<file path="config.mk">
export PLATFORM = sky130hd
export DESIGN_NAME = spiral_order_matrix_scan
export DESIGN_NICKNAME = d
export VERILOG_FILES = /design/src/rtl/spm_pkg.sv /design/src/rtl/spm_store.sv /design/src/rtl/spm_walker.sv /design/src/rtl/spiral_order_matrix_scan.sv
export SDC_FILE = /design/constraint.sdc
export NUM_CORES = 2
export LEC_CHECK = 0
export BUFFER_PORTS_ARGS = -buffer_cell sky130_fd_sc_hd__buf_2
export CORE_UTILIZATION = 45
export CTS_BUF_LIST = sky130_fd_sc_hd__clkbuf_4 sky130_fd_sc_hd__clkbuf_8
export DETAILED_ROUTE_END_ITERATION = 8
export PLACE_DENSITY_LB_ADDON = 0.08
export SYNTH_ARGS = -nofsm -noshare
export SYNTH_HDL_FRONTEND = slang
export SYNTH_SLANG_ARGS = --single-unit
export TNS_END_PERCENT = 10
</file>
<file path="constraint.sdc">
create_clock -name clk -period 20.6 [get_ports clk]
set_input_delay 0 -clock clk [delete_from_list [all_inputs] [get_ports clk]]
set_output_delay 0 -clock clk [all_outputs]
set_load 0.05 [all_outputs]
</file>
<file path="src/rtl/spm_pkg.sv">
// Shared types and constants for the spiral order matrix scan.
package spm_pkg;

  localparam int unsigned ELEM_W    = 32;
  localparam int unsigned CFG_W     = 4;
  localparam int unsigned CFG_IDX_W = 2;

  typedef enum logic [CFG_IDX_W-1:0] {
    REG_ROWS = 2'd0,
    REG_COLS = 2'd1
  } reg_idx_t;

  typedef enum logic [1:0] {
    ST_LOAD,
    ST_PRIME,
    ST_EMIT
  } state_t;

  typedef enum logic [1:0] {
    DIR_RIGHT,
    DIR_DOWN,
    DIR_LEFT,
    DIR_UP
  } dir_t;

  // walker control from the top-level sequencer
  typedef struct packed {
    logic start;
    logic step;
  } walk_ctl_t;

endpackage

</file>
<file path="src/rtl/spm_store.sv">
// Element store: one write port, one registered read port.
module spm_store #(
  parameter int unsigned DEPTH  = 64,
  parameter int unsigned ADDR_W = 6
) (
  input  logic                      clk,
  input  logic                      we,
  input  logic [ADDR_W-1:0]         waddr,
  input  logic [spm_pkg::ELEM_W-1:0] wdata,
  input  logic [ADDR_W-1:0]         raddr,
  output logic [spm_pkg::ELEM_W-1:0] rdata
);
  import spm_pkg::*;

  logic [ELEM_W-1:0] mem [DEPTH];

  always_ff @(posedge clk) begin
    if (we) begin
      mem[waddr] <= wdata;
    end
  end

  always_ff @(posedge clk) begin
    rdata <= mem[raddr];
  end

endmodule

</file>
<file path="src/rtl/spm_walker.sv">
// Spiral address walker: bounds, position and direction, one cell per step.
module spm_walker #(
  parameter int unsigned DIM_W  = 3,
  parameter int unsigned DIM1_W = 4,
  parameter int unsigned ADDR_W = 6,
  parameter int unsigned CNT_W  = 7
) (
  input  logic               clk,
  input  logic               rst,
  input  spm_pkg::walk_ctl_t ctl,
  input  logic [DIM1_W-1:0]  nrows,
  input  logic [DIM1_W-1:0]  ncols,
  input  logic [CNT_W-1:0]   total,
  output logic [ADDR_W-1:0]  rd_addr,
  output logic               last
);
  import spm_pkg::*;

  localparam int unsigned PROD_W = DIM_W + DIM1_W;

  dir_t             dir, dir_next;
  logic [DIM_W-1:0] row, row_next, col, col_next;
  logic [DIM_W-1:0] top, top_next, left, left_next;
  logic [DIM_W-1:0] bottom, bottom_next, right, right_next;
  logic [CNT_W-1:0] n;
  logic [DIM_W-1:0] row_sel, col_sel;
  logic [PROD_W-1:0] lin;

  always_comb begin
    dir_next    = dir;
    row_next    = row;
    col_next    = col;
    top_next    = top;
    left_next   = left;
    bottom_next = bottom;
    right_next  = right;
    case (dir)
      DIR_RIGHT: begin
        if (col == right) begin
          top_next = top + 1'b1;
          dir_next = DIR_DOWN;
          row_next = row + 1'b1;
        end else begin
          col_next = col + 1'b1;
        end
      end
      DIR_DOWN: begin
        if (row == bottom) begin
          right_next = right - 1'b1;
          dir_next   = DIR_LEFT;
          col_next   = col - 1'b1;
        end else begin
          row_next = row + 1'b1;
        end
      end
      DIR_LEFT: begin
        if (col == left) begin
          bottom_next = bottom - 1'b1;
          dir_next    = DIR_UP;
          row_next    = row - 1'b1;
        end else begin
          col_next = col - 1'b1;
        end
      end
      DIR_UP: begin
        if (row == top) begin
          left_next = left + 1'b1;
          dir_next  = DIR_RIGHT;
          col_next  = col + 1'b1;
        end else begin
          row_next = row - 1'b1;
        end
      end
      default: begin
        dir_next = DIR_RIGHT;
      end
    endcase
  end

  // read the next cell in the same cycle as a step so data keeps pace
  always_comb begin
    row_sel = ctl.step ? row_next : row;
    col_sel = ctl.step ? col_next : col;
    lin     = PROD_W'(row_sel) * PROD_W'(ncols) + PROD_W'(col_sel);
    rd_addr = lin[ADDR_W-1:0];
  end

  assign last = (n == total - 1'b1);

  always_ff @(posedge clk) begin
    if (rst) begin
      dir <= DIR_RIGHT;
      n   <= '0;
    end else if (ctl.start) begin
      dir <= DIR_RIGHT;
      n   <= '0;
    end else if (ctl.step) begin
      dir <= dir_next;
      n   <= n + 1'b1;
    end
  end

  always_ff @(posedge clk) begin
    if (ctl.start) begin
      row    <= '0;
      col    <= '0;
      top    <= '0;
      left   <= '0;
      bottom <= DIM_W'(nrows - 1'b1);
      right  <= DIM_W'(ncols - 1'b1);
    end else if (ctl.step) begin
      row    <= row_next;
      col    <= col_next;
      top    <= top_next;
      left   <= left_next;
      bottom <= bottom_next;
      right  <= right_next;
    end
  end

endmodule

</file>
<file path="src/rtl/spiral_order_matrix_scan.sv">
// Top level: load sequencer, walker and element store of the spiral scan.
// Load: one input beat per cycle; the beat that completes rows*cols elements
// starts the walk. The sequencer then passes through ST_PRIME, while the store
// reads the first cell, into ST_EMIT, where the first output beat is valid; then one
// output beat per cycle while m_tready is high; the address walker sets this.
// Reset (rst, synchronous) clears the load count, returns the sequencer to loading and returns rows/cols to 8.
module spiral_order_matrix_scan #(
  parameter int unsigned MAX_DIM = 8
) (
  input  logic                          clk,
  input  logic                          rst,
  input  logic                          s_tvalid,
  output logic                          s_tready,
  input  logic [spm_pkg::ELEM_W-1:0]    s_tdata,   // [31:0] element
  output logic                          m_tvalid,
  input  logic                          m_tready,
  output logic [spm_pkg::ELEM_W-1:0]    m_tdata,   // [31:0] element_out
  output logic                          m_tlast,   // is_last
  input  logic                          cfg_we,
  input  logic [spm_pkg::CFG_IDX_W-1:0] cfg_index,
  input  logic [spm_pkg::CFG_W-1:0]     cfg_data
);
  import spm_pkg::*;

  localparam int unsigned DEPTH  = MAX_DIM * MAX_DIM;
  localparam int unsigned DIM_W  = $clog2(MAX_DIM);
  localparam int unsigned DIM1_W = $clog2(MAX_DIM + 1);
  localparam int unsigned ADDR_W = $clog2(DEPTH);
  localparam int unsigned CNT_W  = $clog2(DEPTH + 1);

  state_t            state, state_next;
  logic [CFG_W-1:0]  rows, cols;
  logic [DIM1_W-1:0] nrows, ncols;
  logic [CNT_W-1:0]  total;
  logic [CNT_W-1:0]  load_count, load_count_next;
  logic              s_beat, m_beat, load_done;
  walk_ctl_t         ctl;
  logic [ADDR_W-1:0] rd_addr;
  logic              last;

  always_ff @(posedge clk) begin
    if (rst) begin
      rows <= CFG_W'(8);
      cols <= CFG_W'(8);
    end else if (cfg_we) begin
      case (cfg_index)
        REG_ROWS: rows <= cfg_data;
        REG_COLS: cols <= cfg_data;
        default: ;
      endcase
    end
  end

  // out-of-range dimensions: zero reads as one, large clamps to MAX_DIM
  always_comb begin
    if (rows == '0)                  nrows = DIM1_W'(1);
    else if (rows > CFG_W'(MAX_DIM)) nrows = DIM1_W'(MAX_DIM);
    else                             nrows = DIM1_W'(rows);
    if (cols == '0)                  ncols = DIM1_W'(1);
    else if (cols > CFG_W'(MAX_DIM)) ncols = DIM1_W'(MAX_DIM);
    else                             ncols = DIM1_W'(cols);
    total = CNT_W'(nrows) * CNT_W'(ncols);
  end

  assign s_tready  = (state == ST_LOAD);
  assign m_tvalid  = (state == ST_EMIT);
  assign m_tlast   = last;
  assign s_beat    = s_tvalid && s_tready;
  assign m_beat    = m_tvalid && m_tready;
  assign load_done = ((load_count + 1'b1) >= total);

  always_comb begin
    state_next      = state;
    load_count_next = load_count;
    ctl.start       = 1'b0;
    ctl.step        = 1'b0;
    case (state)
      ST_LOAD: begin
        if (s_beat) begin
          if (load_done) begin
            load_count_next = '0;
            ctl.start       = 1'b1;
            state_next      = ST_PRIME;
          end else begin
            load_count_next = load_count + 1'b1;
          end
        end
      end
      ST_PRIME: begin
        state_next = ST_EMIT;
      end
      ST_EMIT: begin
        if (m_beat) begin
          if (last) begin
            state_next = ST_LOAD;
          end else begin
            ctl.step = 1'b1;
          end
        end
      end
      default: begin
        state_next = ST_LOAD;
      end
    endcase
  end

  always_ff @(posedge clk) begin
    if (rst) begin
      state      <= ST_LOAD;
      load_count <= '0;
    end else begin
      state      <= state_next;
      load_count <= load_count_next;
    end
  end

  spm_walker #(
    .DIM_W  (DIM_W),
    .DIM1_W (DIM1_W),
    .ADDR_W (ADDR_W),
    .CNT_W  (CNT_W)
  ) u_walker (
    .clk     (clk),
    .rst     (rst),
    .ctl     (ctl),
    .nrows   (nrows),
    .ncols   (ncols),
    .total   (total),
    .rd_addr (rd_addr),
    .last    (last)
  );

  spm_store #(
    .DEPTH  (DEPTH),
    .ADDR_W (ADDR_W)
  ) u_store (
    .clk   (clk),
    .we    (s_beat),
    .waddr (load_count[ADDR_W-1:0]),
    .wdata (s_tdata),
    .raddr (rd_addr),
    .rdata (m_tdata)
  );

endmodule

</file>
==> flow_summary.yaml <==
routing:
  viasPerCell: 6.04
  drt.antenna.violating_nets: 0
  via_count: 39900
  drt_wl_total_mm: 229
  wire_per_inst_um: 34.7
  drt-initial-drc-count: 4436
  drc: 0
  drtPass1Iterations: 7
die:
  dieArea_sq_um: 184000
  fp.dieH_um: 429
  ioPinCount: 78
  placementRows: 156
  die_x_um: 429
  fp.coreArea_sq_um: 181000
  start_util_pct: 45.4
clock_network:
  clk_path_buf_depth: 4
  cts_sinks: 2124
  cts_buffers: 361
  cts_hold_buf: 58
  cts.repair.resized: 0
  path_clk_slew_ns: 0.06
  cts_root_buf: "clkbuf_8"
  cts_tree: "yes"
  clkLatencyLatePin_ns: 1.05
  cts.htree.levels: 5
  post-cts-setup-buffer-count: 0
final_layout:
  layout_commonest_cell: "edfxtp_1"
  fin_area_sq_um: 93700
  seqCellArea_sq_um: 63100
  drive_above_1_share_pct: 34.4
  fillerInstances: 14000
  multi_input_area_sq_um: 18800
  areaGrowthSynthToFinish_pct: 14.2
  final_cell_mix: "2054 x edfxtp_1, 640 x mux4_2, 374 x clkbuf_8"
  final_nets: 4055
place:
  gp_congestion: 0.849
  port_buffers: 77
  dpl_cell_area_sq_um: 86200
  hpwl_mm: 121
synth:
  synthCells: 3526
  synth_edf_count: 2054
  synthFlopType: "edfxtp_1"
  ys_warn_count: 0
  yosysSeqAreaShare_pct: 76.9
  synth_fp_nets: 3620
  ys_async_sr_fraction_pct: 0
  synth_area_sq_um: 82100
  synth_cell_type_count: 56
  ys_seq_elements: 2124
  avgSynthCellArea_sq_um: 23.3
grt:
  grt_overflow: 0
  grtUsageTotal_pct: 25.1
  grt_first_pass_wirelength_mm: 321
  first_global_vias: 41700
  grt_max_degree: 149
  grt_antenna_before_repair: 13
critical_path:
  critPathKind: "flop to flop"
  cp_max_fo: 46
  critPathBufInv: 4
  start_kind: "flop"
  critical-path-top-delay-family: "buffers and inverters"
  cp_slowest_cell: "buf_4"
  critPathArrivalTime_ns: 11.50
  slowest_delay_ns: 0.87
  crit_chain: "inv_2, nand2_1, nor2_1, fa_1, fa_1, fa_1, a21o_1, a21oi_1, xnor3_1, and3_1, o21a_1, nand2b_1, o31ai_1, nor2_1, ha_4, buf_4, buf_4, buf_4, mux4_2, mux4_2, nor3_1, a211oi_1"
  worstSetupEndpointType: "flop"
  cp.required_ns: 21.44
sta:
  fin_skew_ns: 0.0641
  rsz0062_at_grt: "false"
  tightest_slew_ns: 1.49
  slew_headroom_pct: -0.125
  finalHoldViolCount: 0
  tns_ns: 0
  max_freq_ghz: 0.0938
  setup_violations: 0
  min_period_ns: 10.66
  maxSlewViolCount: 1
  period_share_pct: 51.7
power:
  irDropWorstVdd_mv: 0.0971
  power.static_leakage_uw: 0.0293
  pwr_density_cell_nw_per_um2: 115
job:
  max_cap_viol_count: 1
worst_hold_path:
  hold_path_class: "input pin to flop"
status:
  violations: "capacitance limit, slew limit"
  status: "finished, violations left"
[per-layer routing]
metal  wire length [um]  track usage [%]  part of all wire [%]
met2             114000             41.2                    50
met1              92600             33.9                    40
met4               6580             8.04                   2.9
met3              16300             5.02                   7.1
met5                  0                0                     0
[final cells by class]
type	instances	share of cell area [%]
clock inverter	152	1.02
inverter	26	0.104
multi-input combinational	1196	20.0
tap	2370	3.16
timing repair buffer	252	2.02
clock buffer	477	6.32
sequential	2124	67.3
antenna	11	0.0294
[worst paths after layout]
kind                                                  from                         end  slack [ns]  depth (start not counted)
worst max-delay path                  cols[3]$_SDFFE_PP1P_   u_store.rdata[18]$_DFF_P_        9.94                         22
worst min-delay path                                   rst  u_walker.n[3]$_SDFFE_PP0N_        0.18                          4
worst max register to register        cols[3]$_SDFFE_PP1P_   u_store.rdata[18]$_DFF_P_        9.94                         22
worst min register to register  load_count[6]$_SDFFE_PP0P_  load_count[6]$_SDFFE_PP0P_        0.48                          2
[flip-flops by register name, indices dropped and copies added, names as in the netlist, 3 cells and up]
register / flops
u_store.mem: 2048
u_walker.right: 3
u_walker.row: 3
u_store.rdata: 32
u_walker.top: 3
u_walker.bottom: 3
load_count: 7
rows: 4
cols: 4
u_walker.n: 7
u_walker.col: 3
u_walker.left: 3
[report_power, final]
part / internal, uW / switching, uW / total, uW
clock network: 2010 / 1660 / 3670
registers: 4790 / 96.4 / 4890
logic: 1020 / 1240 / 2260
total: 7820 / 2990 / 10800
[worst reg2reg max path, delay by kind of cell, from the launching register on]
| family | cells | cell delay (ns) |
|---|---|---|
| AND/OR/NAND/NOR | 6 | 1.88 |
| flip-flops | 1 | 0.42 |
| buffers and inverters | 4 | 2.73 |
| XOR/XNOR | 1 | 0.46 |
| multiplexers | 2 | 1.28 |
| adder cells (fa/ha/maj) | 4 | 2.20 |
| AO/OA/AOI/OAI | 5 | 1.54 |
[stage by stage]
| stage | instances | hold WS [ns] | power [uW] | setup slack [ns] | util, % |
|---|---|---|---|---|---|
| 5_1_grt | 6601 | 0.170 | 11200 | 9.13 | 51.8 |
| 4_1_cts | 6597 | 0.0873 | 10900 | 9.80 | 51.8 |
| 3_3_place_gp | 5910 | 0.241 | 7250 | 9.82 | 47.6 |
| 3_5_place_dp | 5910 | 0.240 | 7270 | 9.77 | 47.6 |
| 2_1_floorplan | 3526 | 0.0989 | 6460 | 12.61 | - |
| 6_report | 6608 | 0.184 | 10800 | 9.94 | 51.8 |
[synth_stat cells (4+ instances only)]
library cell | n | area, sq um
xnor2_1 | 26 | 228
and2_1 | 5 | 31.3
inv_1 | 24 | 90.1
a21o_1 | 9 | 67.6
nor3b_1 | 5 | 37.5
fa_1 | 8 | 160
a211oi_1 | 34 | 255
nor2_1 | 139 | 522
buf_2 | 5 | 25.0
o21ai_0 | 11 | 55.1
nand3b_1 | 5 | 37.5
nand2b_1 | 10 | 62.6
clkbuf_1 | 126 | 473
dfxtp_1 | 70 | 1400
and3_1 | 6 | 37.5
edfxtp_1 | 2054 | 61700
ha_1 | 43 | 538
xor2_1 | 22 | 193
a21oi_1 | 26 | 130
mux4_2 | 640 | 14400
nor3_1 | 69 | 345
buf_1 | 46 | 173
mux2i_1 | 44 | 440
nand2_1 | 38 | 143
or2_2 | 4 | 25.0
nand3_1 | 18 | 90.1
[cells by family after synthesis]
logic type                 after synthesis  synth area share [%]
muxes                                  684                  18.1
buffers and inverters                  206                 0.977
xor gates and xnor gates                51                 0.602
AOI/OAI and AO/OA                      100                 0.870
adders and majority gates               51                 0.851
and+or+nand+nor                        310                  1.74
DFF                                   2124                  76.9
Note: power is estimated with default switching activity, not from simulation.
